[config.mk]
export PLATFORM = sky130hd
export DESIGN_NAME = base91_byte_encoder_flat
export DESIGN_NICKNAME = d
export VERILOG_FILES = /design/src/rtl/core/b91_pkg.sv /design/src/rtl/core/b91_if.sv /design/src/rtl/core/b91_front.sv /design/src/rtl/core/b91_queue.sv /design/src/rtl/core/b91_back.sv /design/src/rtl/core/base91_byte_encoder.sv /design/src/flat_wrapper.sv
export VERILOG_INCLUDE_DIRS = /design/src /design/src/rtl/core
export SDC_FILE = /design/constraint.sdc
export NUM_CORES = 1
export LEC_CHECK = 0
export ABC_CLOCK_PERIOD_IN_PS = 8500
export BUFFER_PORTS_ARGS = -buffer_cell sky130_fd_sc_hd__clkbuf_2
export CAP_MARGIN = 40
export CORE_MARGIN = 2
export CORE_UTILIZATION = 40
export DETAILED_ROUTE_END_ITERATION = 7
export SYNTH_ARGS = -nofsm -noshare
export SYNTH_HDL_FRONTEND = slang
export SYNTH_SLANG_ARGS = --single-unit
[constraint.sdc]
create_clock -name clk -period 8.5 [get_ports clk]
set_input_delay 0.85 -clock clk [delete_from_list [all_inputs] [get_ports clk]]
set_output_delay 0.85 -clock clk [all_outputs]
set_load 0.1 [all_outputs]
[src/rtl/core/assert_macros.svh]
// Assertion helpers; expect clk and arst_n in the using scope.
`ifndef ASSERT_MACROS_SVH
`define ASSERT_MACROS_SVH

// Property holds on every edge outside reset.
`define B91_ASSERT(lbl, prop, msg) \
	lbl: assert property (@(posedge clk) disable iff (!arst_n) (prop)) else $error(msg);

// Condition implies consequence on the next edge.
`define B91_ASSERT_NEXT(lbl, ante, cons, msg) \
	lbl: assert property (@(posedge clk) disable iff (!arst_n) (ante) |=> (cons)) \
		else $error(msg);

`endif

[src/rtl/core/b91_pkg.sv]
`default_nettype none
package b91_pkg;

	localparam int RADIX       = 91;
	localparam int RECIP       = 11523;  // ceil(2^20 / 91), exact for 14-bit values
	localparam int RECIP_SHIFT = 20;
	localparam int SMALL_LIMIT = 88;
	localparam int FLUSH_LIMIT = 90;
	localparam int TAKE_LIMIT  = 13;
	localparam int HALF_BITS   = 7;

	typedef logic [6:0] sym_t;

	// One queued beat of work: an optional pair and an optional flush.
	typedef struct packed {
		logic        pair;
		logic [13:0] v;
		sym_t        qv;
		logic        flush;
		logic        flush_div;
		logic [12:0] f;
		sym_t        qf;
		logic        last;
	} b91_job_t;

	function automatic logic [6:0] char_of(input sym_t sym);
		logic [6:0] c;
		c = 7'd126;
		if (sym < 7'd26) begin
			c = 7'(sym + 7'd65);
		end else if (sym < 7'd52) begin
			c = 7'(sym + 7'd71);
		end else if (sym < 7'd62) begin
			c = 7'(sym - 7'd4);
		end else begin
			case (sym)
				7'd62:   c = 7'd33;
				7'd63:   c = 7'd35;
				7'd64:   c = 7'd36;
				7'd65:   c = 7'd37;
				7'd66:   c = 7'd38;
				7'd67:   c = 7'd40;
				7'd68:   c = 7'd41;
				7'd69:   c = 7'd42;
				7'd70:   c = 7'd43;
				7'd71:   c = 7'd44;
				7'd72:   c = 7'd45;
				7'd73:   c = 7'd46;
				7'd74:   c = 7'd47;
				7'd75:   c = 7'd58;
				7'd76:   c = 7'd59;
				7'd77:   c = 7'd60;
				7'd78:   c = 7'd61;
				7'd79:   c = 7'd62;
				7'd80:   c = 7'd63;
				7'd81:   c = 7'd64;
				7'd82:   c = 7'd91;
				7'd83:   c = 7'd93;
				7'd84:   c = 7'd94;
				7'd85:   c = 7'd95;
				7'd86:   c = 7'd96;
				7'd87:   c = 7'd123;
				7'd88:   c = 7'd124;
				7'd89:   c = 7'd125;
				default: c = 7'd126;
			endcase
		end
		return c;
	endfunction

endpackage
`default_nettype wire

[src/rtl/core/b91_if.sv]
`default_nettype none
interface b91_byte_if;
	logic       valid;
	logic       ready;
	logic [7:0] data_byte;
	logic       last_byte;

	modport source (output valid, output data_byte, output last_byte, input ready);
	modport sink (input valid, input data_byte, input last_byte, output ready);
endinterface

interface b91_char_if;
	logic       valid;
	logic       ready;
	logic [6:0] out_char;
	logic       last_char;

	modport source (output valid, output out_char, output last_char, input ready);
	modport sink (input valid, input out_char, input last_char, output ready);
endinterface
`default_nettype wire

[src/rtl/core/b91_front.sv]
`default_nettype none
`include "assert_macros.svh"
module b91_front (
	input  wire               clk,
	input  wire               arst_n,
	b91_byte_if.sink          bytes,
	input  wire               full,
	output logic              push,
	output b91_pkg::b91_job_t job
);

	logic [12:0] store_q;
	logic [3:0]  cnt_q;

	logic [20:0] acc;
	logic [4:0]  cnt8;
	logic        take;
	logic        use13;
	logic [20:0] shifted;
	logic [12:0] rest;
	logic [4:0]  cnt_rest;
	logic [27:0] prod_v;
	logic [26:0] prod_f;
	logic        accept;

	always_comb begin
		acc      = {8'd0, store_q} | (21'(bytes.data_byte) << cnt_q);
		cnt8     = 5'(cnt_q) + 5'd8;
		take     = cnt8 > 5'(b91_pkg::TAKE_LIMIT);
		use13    = acc[12:0] > 13'(b91_pkg::SMALL_LIMIT);
		shifted  = use13 ? (acc >> 13) : (acc >> 14);
		rest     = take ? shifted[12:0] : acc[12:0];
		cnt_rest = take ? (use13 ? cnt8 - 5'd13 : cnt8 - 5'd14) : cnt8;

		job.pair      = take;
		job.v         = use13 ? {1'b0, acc[12:0]} : acc[13:0];
		prod_v        = 28'(job.v) * 28'(b91_pkg::RECIP);
		job.qv        = prod_v[b91_pkg::RECIP_SHIFT +: 7];
		job.f         = rest;
		prod_f        = 27'(rest) * 27'(b91_pkg::RECIP);
		job.qf        = prod_f[b91_pkg::RECIP_SHIFT +: 7];
		job.last      = bytes.last_byte;
		job.flush     = bytes.last_byte && (cnt_rest != 5'd0);
		job.flush_div = (cnt_rest > 5'(b91_pkg::HALF_BITS))
			|| (rest > 13'(b91_pkg::FLUSH_LIMIT));
	end

	assign bytes.ready = !full;
	assign accept      = bytes.valid && !full;
	assign push        = accept && (take || bytes.last_byte);

	always_ff @(posedge clk or negedge arst_n) begin
		if (!arst_n) begin
			store_q <= '0;
			cnt_q   <= '0;
		end else if (accept) begin
			if (bytes.last_byte) begin
				store_q <= '0;
				cnt_q   <= '0;
			end else begin
				store_q <= rest;
				cnt_q   <= cnt_rest[3:0];
			end
		end
	end

	`B91_ASSERT(a_cnt_range, cnt_q <= 4'(b91_pkg::TAKE_LIMIT), "held bit count above 13")
	`B91_ASSERT(a_store_clean, (store_q >> cnt_q) == 13'd0, "stray bits above held count")

endmodule
`default_nettype wire

[src/rtl/core/b91_queue.sv]
`default_nettype none
`include "assert_macros.svh"
module b91_queue #(
	parameter int DEPTH = 4
) (
	input  wire               clk,
	input  wire               arst_n,
	input  wire               push,
	input  b91_pkg::b91_job_t wdata,
	output logic              full,
	output logic              head_valid,
	output b91_pkg::b91_job_t head,
	input  wire               pop
);

	localparam int PW = (DEPTH > 1) ? $clog2(DEPTH) : 1;
	localparam int CW = $clog2(DEPTH + 1);

	b91_pkg::b91_job_t mem_q [DEPTH];
	logic [PW-1:0] wr_q;
	logic [PW-1:0] rd_q;
	logic [CW-1:0] count_q;
	logic          do_push;
	logic          do_pop;

	assign full       = count_q == CW'(DEPTH);
	assign head_valid = count_q != '0;
	assign head       = mem_q[rd_q];
	assign do_push    = push && !full;
	assign do_pop     = pop && head_valid;

	always_ff @(posedge clk) begin
		if (do_push) begin
			mem_q[wr_q] <= wdata;
		end
	end

	always_ff @(posedge clk or negedge arst_n) begin
		if (!arst_n) begin
			wr_q    <= '0;
			rd_q    <= '0;
			count_q <= '0;
		end else begin
			if (do_push) begin
				wr_q <= (wr_q == PW'(DEPTH - 1)) ? '0 : wr_q + 1'b1;
			end
			if (do_pop) begin
				rd_q <= (rd_q == PW'(DEPTH - 1)) ? '0 : rd_q + 1'b1;
			end
			if (do_push && !do_pop) begin
				count_q <= count_q + 1'b1;
			end else if (do_pop && !do_push) begin
				count_q <= count_q - 1'b1;
			end
		end
	end

	`B91_ASSERT(a_no_overflow, !(push && full), "push into full queue")
	`B91_ASSERT(a_no_underflow, !(pop && !head_valid), "pop from empty queue")

endmodule
`default_nettype wire

[src/rtl/core/b91_back.sv]
`default_nettype none
`include "assert_macros.svh"
module b91_back (
	input  wire               clk,
	input  wire               arst_n,
	input  wire               head_valid,
	input  b91_pkg::b91_job_t head,
	output logic              pop,
	b91_char_if.source        chars
);

	logic [3:0]      done_q;
	logic            out_valid_q;
	logic [6:0]      out_char_q;
	logic            last_char_q;

	logic [3:0]      mask;
	logic [3:0]      pending;
	logic [3:0]      sel;
	logic            final_char;
	logic            load;
	logic [13:0]     prod_v;
	logic [13:0]     diff_v;
	logic [12:0]     prod_f;
	logic [12:0]     diff_f;
	b91_pkg::sym_t   sym;

	always_comb begin
		mask       = {head.flush && head.flush_div, head.flush, head.pair, head.pair};
		pending    = mask & ~done_q;
		sel        = pending & (~pending + 4'd1);
		final_char = (pending & ~sel) == 4'd0;

		prod_v = 14'(head.qv) * 14'(b91_pkg::RADIX);
		diff_v = head.v - prod_v;
		prod_f = 13'(head.qf) * 13'(b91_pkg::RADIX);
		diff_f = head.f - prod_f;

		unique case (sel)
			4'b0001: sym = diff_v[6:0];
			4'b0010: sym = head.qv;
			4'b0100: sym = diff_f[6:0];
			4'b1000: sym = head.qf;
			default: sym = '0;
		endcase
	end

	assign load         = head_valid && (!out_valid_q || chars.ready);
	assign pop          = load && final_char;
	assign chars.valid     = out_valid_q;
	assign chars.out_char  = out_char_q;
	assign chars.last_char = last_char_q;

	always_ff @(posedge clk or negedge arst_n) begin
		if (!arst_n) begin
			done_q      <= '0;
			out_valid_q <= 1'b0;
		end else begin
			if (load) begin
				out_valid_q <= 1'b1;
				done_q      <= final_char ? 4'd0 : (done_q | sel);
			end else if (chars.ready) begin
				out_valid_q <= 1'b0;
			end
		end
	end

	always_ff @(posedge clk) begin
		if (load) begin
			out_char_q  <= b91_pkg::char_of(sym);
			last_char_q <= head.last && final_char;
		end
	end

	`B91_ASSERT(a_done_subset, !head_valid || ((done_q & ~mask) == 4'd0),
		"consumed mask outside job")
	`B91_ASSERT(a_job_nonempty, !head_valid || (mask != 4'd0), "queued job with no characters")
	`B91_ASSERT_NEXT(a_pop_clears, pop, done_q == 4'd0, "consumed mask kept after pop")

endmodule
`default_nettype wire

[src/rtl/core/base91_byte_encoder.sv]
// The first character of a byte is registered in the job queue and then in the output
// register before it shows on chars, with the job queue empty and chars ready.
// Throughput: one character per cycle from the output register while chars is ready;
// a byte is accepted each cycle while the job queue (QUEUE_DEPTH entries) has room.
// A byte gives up to two characters (four on the last byte); bytes queue up while
// characters drain. Reset (arst_n low, asynchronous): bit store, queue and output empty.
`default_nettype none
module base91_byte_encoder #(
	parameter int QUEUE_DEPTH = 4
) (
	input wire         clk,
	input wire         arst_n,
	b91_byte_if.sink   bytes,
	b91_char_if.source chars
);

	logic              push;
	logic              full;
	logic              head_valid;
	logic              pop;
	b91_pkg::b91_job_t job;
	b91_pkg::b91_job_t head;

	b91_front u_front (
		.clk    (clk),
		.arst_n (arst_n),
		.bytes  (bytes),
		.full   (full),
		.push   (push),
		.job    (job)
	);

	b91_queue #(
		.DEPTH (QUEUE_DEPTH)
	) u_queue (
		.clk        (clk),
		.arst_n     (arst_n),
		.push       (push),
		.wdata      (job),
		.full       (full),
		.head_valid (head_valid),
		.head       (head),
		.pop        (pop)
	);

	b91_back u_back (
		.clk        (clk),
		.arst_n     (arst_n),
		.head_valid (head_valid),
		.head       (head),
		.pop        (pop),
		.chars      (chars)
	);

endmodule
`default_nettype wire
[src/flat_wrapper.sv]
// flat-port wrapper written by rule: the top's interface ports become plain ports
module base91_byte_encoder_flat 
#(
	parameter int QUEUE_DEPTH = 4
)
  (clk, arst_n, bytes_valid, bytes_data_byte, bytes_last_byte, bytes_ready, chars_valid, chars_out_char, chars_last_char, chars_ready);
  b91_byte_if bytes_i ();
  b91_char_if chars_i ();
  input wire clk;
  input wire arst_n;
  input wire logic [$bits(bytes_i.valid)-1:0] bytes_valid;
  input wire logic [$bits(bytes_i.data_byte)-1:0] bytes_data_byte;
  input wire logic [$bits(bytes_i.last_byte)-1:0] bytes_last_byte;
  output wire logic [$bits(bytes_i.ready)-1:0] bytes_ready;
  output wire logic [$bits(chars_i.valid)-1:0] chars_valid;
  output wire logic [$bits(chars_i.out_char)-1:0] chars_out_char;
  output wire logic [$bits(chars_i.last_char)-1:0] chars_last_char;
  input wire logic [$bits(chars_i.ready)-1:0] chars_ready;
  assign bytes_i.valid = bytes_valid;
  assign bytes_i.data_byte = bytes_data_byte;
  assign bytes_i.last_byte = bytes_last_byte;
  assign bytes_ready = bytes_i.ready;
  assign chars_valid = chars_i.valid;
  assign chars_out_char = chars_i.out_char;
  assign chars_last_char = chars_i.last_char;
  assign chars_i.ready = chars_ready;
  base91_byte_encoder #(.QUEUE_DEPTH(QUEUE_DEPTH)) u_core (.clk(clk), .arst_n(arst_n), .bytes(bytes_i), .chars(chars_i));
endmodule
==> summary.md <==
| Metric | Value |
|---|---|
| Startpoint types | register |
| Top cell by count, worst path | inv_1 |
| Vias/cell | 5.26 |
| Post-synth top area share | 28.0% |
| Antenna cells | 0 |
| Hold Crit Class | primary input to asynchronous set/reset pin |
| Fin. max-slew vios | 0 |
| Crit share post-route | 91.5% |
| Post-synth EDFFs | 136 |
| Syn Nets | 1,644 |
| Synth Area in Compound Gates | 9.95% |
| Asr flop ratio synth | 17.6% |
| Most frequent cells after synthesis | ha_1, inv_1, edfxtp_1 |
| Post-synthesis register bit count | 165 |
| Cts bufs inserted | 17 |
| Post-detailed-routing wire length | 31,800 um |
| First-pass GRT wire length | 52,000 um |
| Max Clock Freq | 129 MHz |
| Final hold viol count | 0 |
| Area of the multi-input gates | 0.00879 mm2 |
| Worst path max stage delay | 0.70 ns |
| Xor/xnor share of the synthesized area | 3.16% |
| Highest-delay cell along the critical path | dfrtp_1 |
| CP Buf/Inv Count | 6 |
| Layout cells sized above 1 | 11.9% |
| CP arrival | 8.01 ns |
| Violated checks | design-rule violations |
| Area delta synth->final | 9.69% |
| Fin crit period | 7.77 ns |
| Clock Path Buffers | 2 |
| IO buf count | 22 |
| Avg Cell Area, Syn | 11.2 um2 |
| Seq/Total Area, Yosys | 33.0% |
| Register Area | 0.00481 mm2 |
| Die Area | 0.0380 mm2 |
| Post-DP HPWL | 24,700 um |
| Status | finished with violations |
| Setup TNS | 0 ns |
| Core Region | 0.0357 mm2 |
| GR Overflow Total | 0 |
| GR Util All Layers | 17.4% |
| Detail Route Antenna Nets | 0 |
| Largest area contributor in the netlist | edfxtp_1 |
| Type of the worst setup path | register to register |
| Number of max-cap violations | 0 |
| Cells after synthesis | 1,298 |
| WL per Instance | 17.6 um |
| Number of cells on the critical path | 30 |
| FF-to-FF setup slack | 0.73 ns |
| IO Count | 23 |
| Starting Density | 40.8% |
| Die Y | 195 um |
| CP required | 8.73 ns |
| Post-layout nets | 1,680 |
| Worst-path maximum fanout | 17 |
| # Post-CTS Setup Buffers | 0 |
| Top FF cell, synth | edfxtp_1 |
| Row count | 69 |
| DR DRC count | 1 |
| Max_slew headroom | 43.9% |
| CP Capture Type | register |
| Placer Congestion | 0.886 |
| Filler Cell Count | 3,313 |
| Die Width | 195 um |
| Vias in the first global route | 9,678 |
| Largest family of logic cells by synthesized area | adder cells |
| CTS tree | done |
| Simple-gate share of the synthesized area | 7.84% |
| Most common cell in the netlist | ha_1 |
| Critical path's top delay family | adder cells |
| TritonCTS Sinks | 165 |
| Yosys cell types | 83 |
| RSZ-0062 raised after global routing | no |
| Top post-synthesis cells by area | edfxtp_1, ha_1, fa_1, mux4_2, inv_1 |
| Mux contribution to synthesized area | 6.94% |
| H-tree levels | 4 |
| Worst r2r path cells | 30 |
| Clk pin slew, worst setup/hold paths | 0.08 ns |
| Vias | 9,504 |
| Clk_lat worst skew | 0.44 ns |
| Final setup violation count | 0 |
| Initial antenna violation count | 0 |
| Cell Area, Synth | 0.0146 mm2 |
| CTS root buf | clkbuf_16 |
| First DRT Iteration DRCs | 637 |
| 1st-pass router iterations | 7 |
| Skew final | 0.0205 ns |
| Synth Warn # | 0 |
| Slew @ Worst Pin | 0.837 ns |
| Adder-cell share of the synthesized area | 32.3% |
| Pin count of the biggest net entering global routing | 33 |
[cells by family after synthesis]
logic type                 Yosys count
adders and majority gates          333
buffers and inverters              257
and+or+nand+nor                    227
AOI/OAI and AO/OA                  211
DFF                                165
muxes                               54
xor gates and xnor gates            51
[placed cells by master, fill, tap and decap left out, types with 7 or more instances in the layout]
cell type	n
o21a_1	7
mux4_2	37
fa_1	72
buf_4	27
edfxtp_1	136
inv_1	218
a21o_1	24
clkbuf_2	22
a21oi_1	48
mux2i_1	10
and2_1	8
dfrtp_1	27
ha_1	261
o21ai_0	43
nand3_1	11
nand2_1	78
clkbuf_16	17
o31ai_1	7
mux2_2	7
xor2_1	19
nor3_1	11
nor2b_1	12
nor2_1	49
nand4_1	10
a31oi_1	8
xnor2_1	31
[worst register-to-register path: cells and delay by family, from the launching register on]
| family | cells | cell delay, ns |
|---|---|---|
| AND/OR/NAND/NOR | 10 | 1.84 |
| XOR/XNOR | 1 | 0.28 |
| flip-flops | 1 | 0.70 |
| adder cells (fa/ha/maj) | 7 | 2.44 |
| AO/OA/AOI/OAI | 4 | 0.79 |
| multiplexers | 2 | 0.92 |
| buffers and inverters | 6 | 0.58 |
[path summary, 6_finish.rpt]
check	start	to
max	u_core.u_front.cnt_q[1]$_DFFE_PN0P_	u_core.u_queue.mem_q[1][7]$_DFFE_PP_
min	arst_n	u_core.u_queue.wr_q[1]$_DFFE_PN0P_
max reg2reg	u_core.u_front.cnt_q[1]$_DFFE_PN0P_	u_core.u_queue.mem_q[1][7]$_DFFE_PP_
min reg2reg	u_core.u_front.store_q[1]$_DFFE_PN0P_	u_core.u_front.store_q[1]$_DFFE_PN0P_
max in group asynchronous	arst_n	u_core.u_queue.rd_q[0]$_DFFE_PN0P_
min in group clk	u_core.u_front.store_q[1]$_DFFE_PN0P_	u_core.u_front.store_q[1]$_DFFE_PN0P_
[area by class of cell]
cell class / count / area share (%)
clock inverter: 15 / 1.34
inverter: 223 / 5.24
tap: 461 / 3.60
multi-input combinational: 876 / 54.9
clock buffer: 17 / 2.66
sequential: 165 / 30.1
timing repair buffer: 51 / 2.17
[per-layer routing]
layer  vias to the layer above  GRT usage (%)  wire (um)
met5                         -              0          0
met4                         0           4.50        391
met3                        24           2.19        874
met2                       158           29.1      15200
met1                      4652           24.1      15400
li1                       4670              -          -
[metrics by stage]
stage | cells | setup WS, ns | utilization [%] | hold WS, ns | area (um2)
floorplan | 1298 | 0.756 | - | 0.444 | 14600
global placement | 1774 | 0.543 | 42.9 | 0.469 | 15300
detailed placement | 1776 | 0.296 | 43.0 | 0.484 | 15400
CTS | 1808 | 0.505 | 44.8 | 0.258 | 16000
global route | 1808 | 0.107 | 44.8 | 0.277 | 16000
finish | 1808 | 0.725 | 44.8 | 0.264 | 16000
[state kept, by name, indices dropped and copies added (netlist names)]
name and cells:
u_core.u_back.chars.last_char 1, u_core.u_back.chars.out_char 7, u_core.u_back.chars.valid 1, u_core.u_back.done_q 4
u_core.u_front.cnt_q 4, u_core.u_front.store_q 13, u_core.u_queue.count_q 3, u_core.u_queue.mem_q 128
u_core.u_queue.rd_q 2, u_core.u_queue.wr_q 2
[repair_timing]
item | CTS | global route
endpoints found under the setup margin | 0 | 4
hold buffers | 0 | 0
resized for setup | 0 | 2
Power is not shown: default switching activity piles up to over one toggle a cycle in this logic, so the estimate is an artifact.
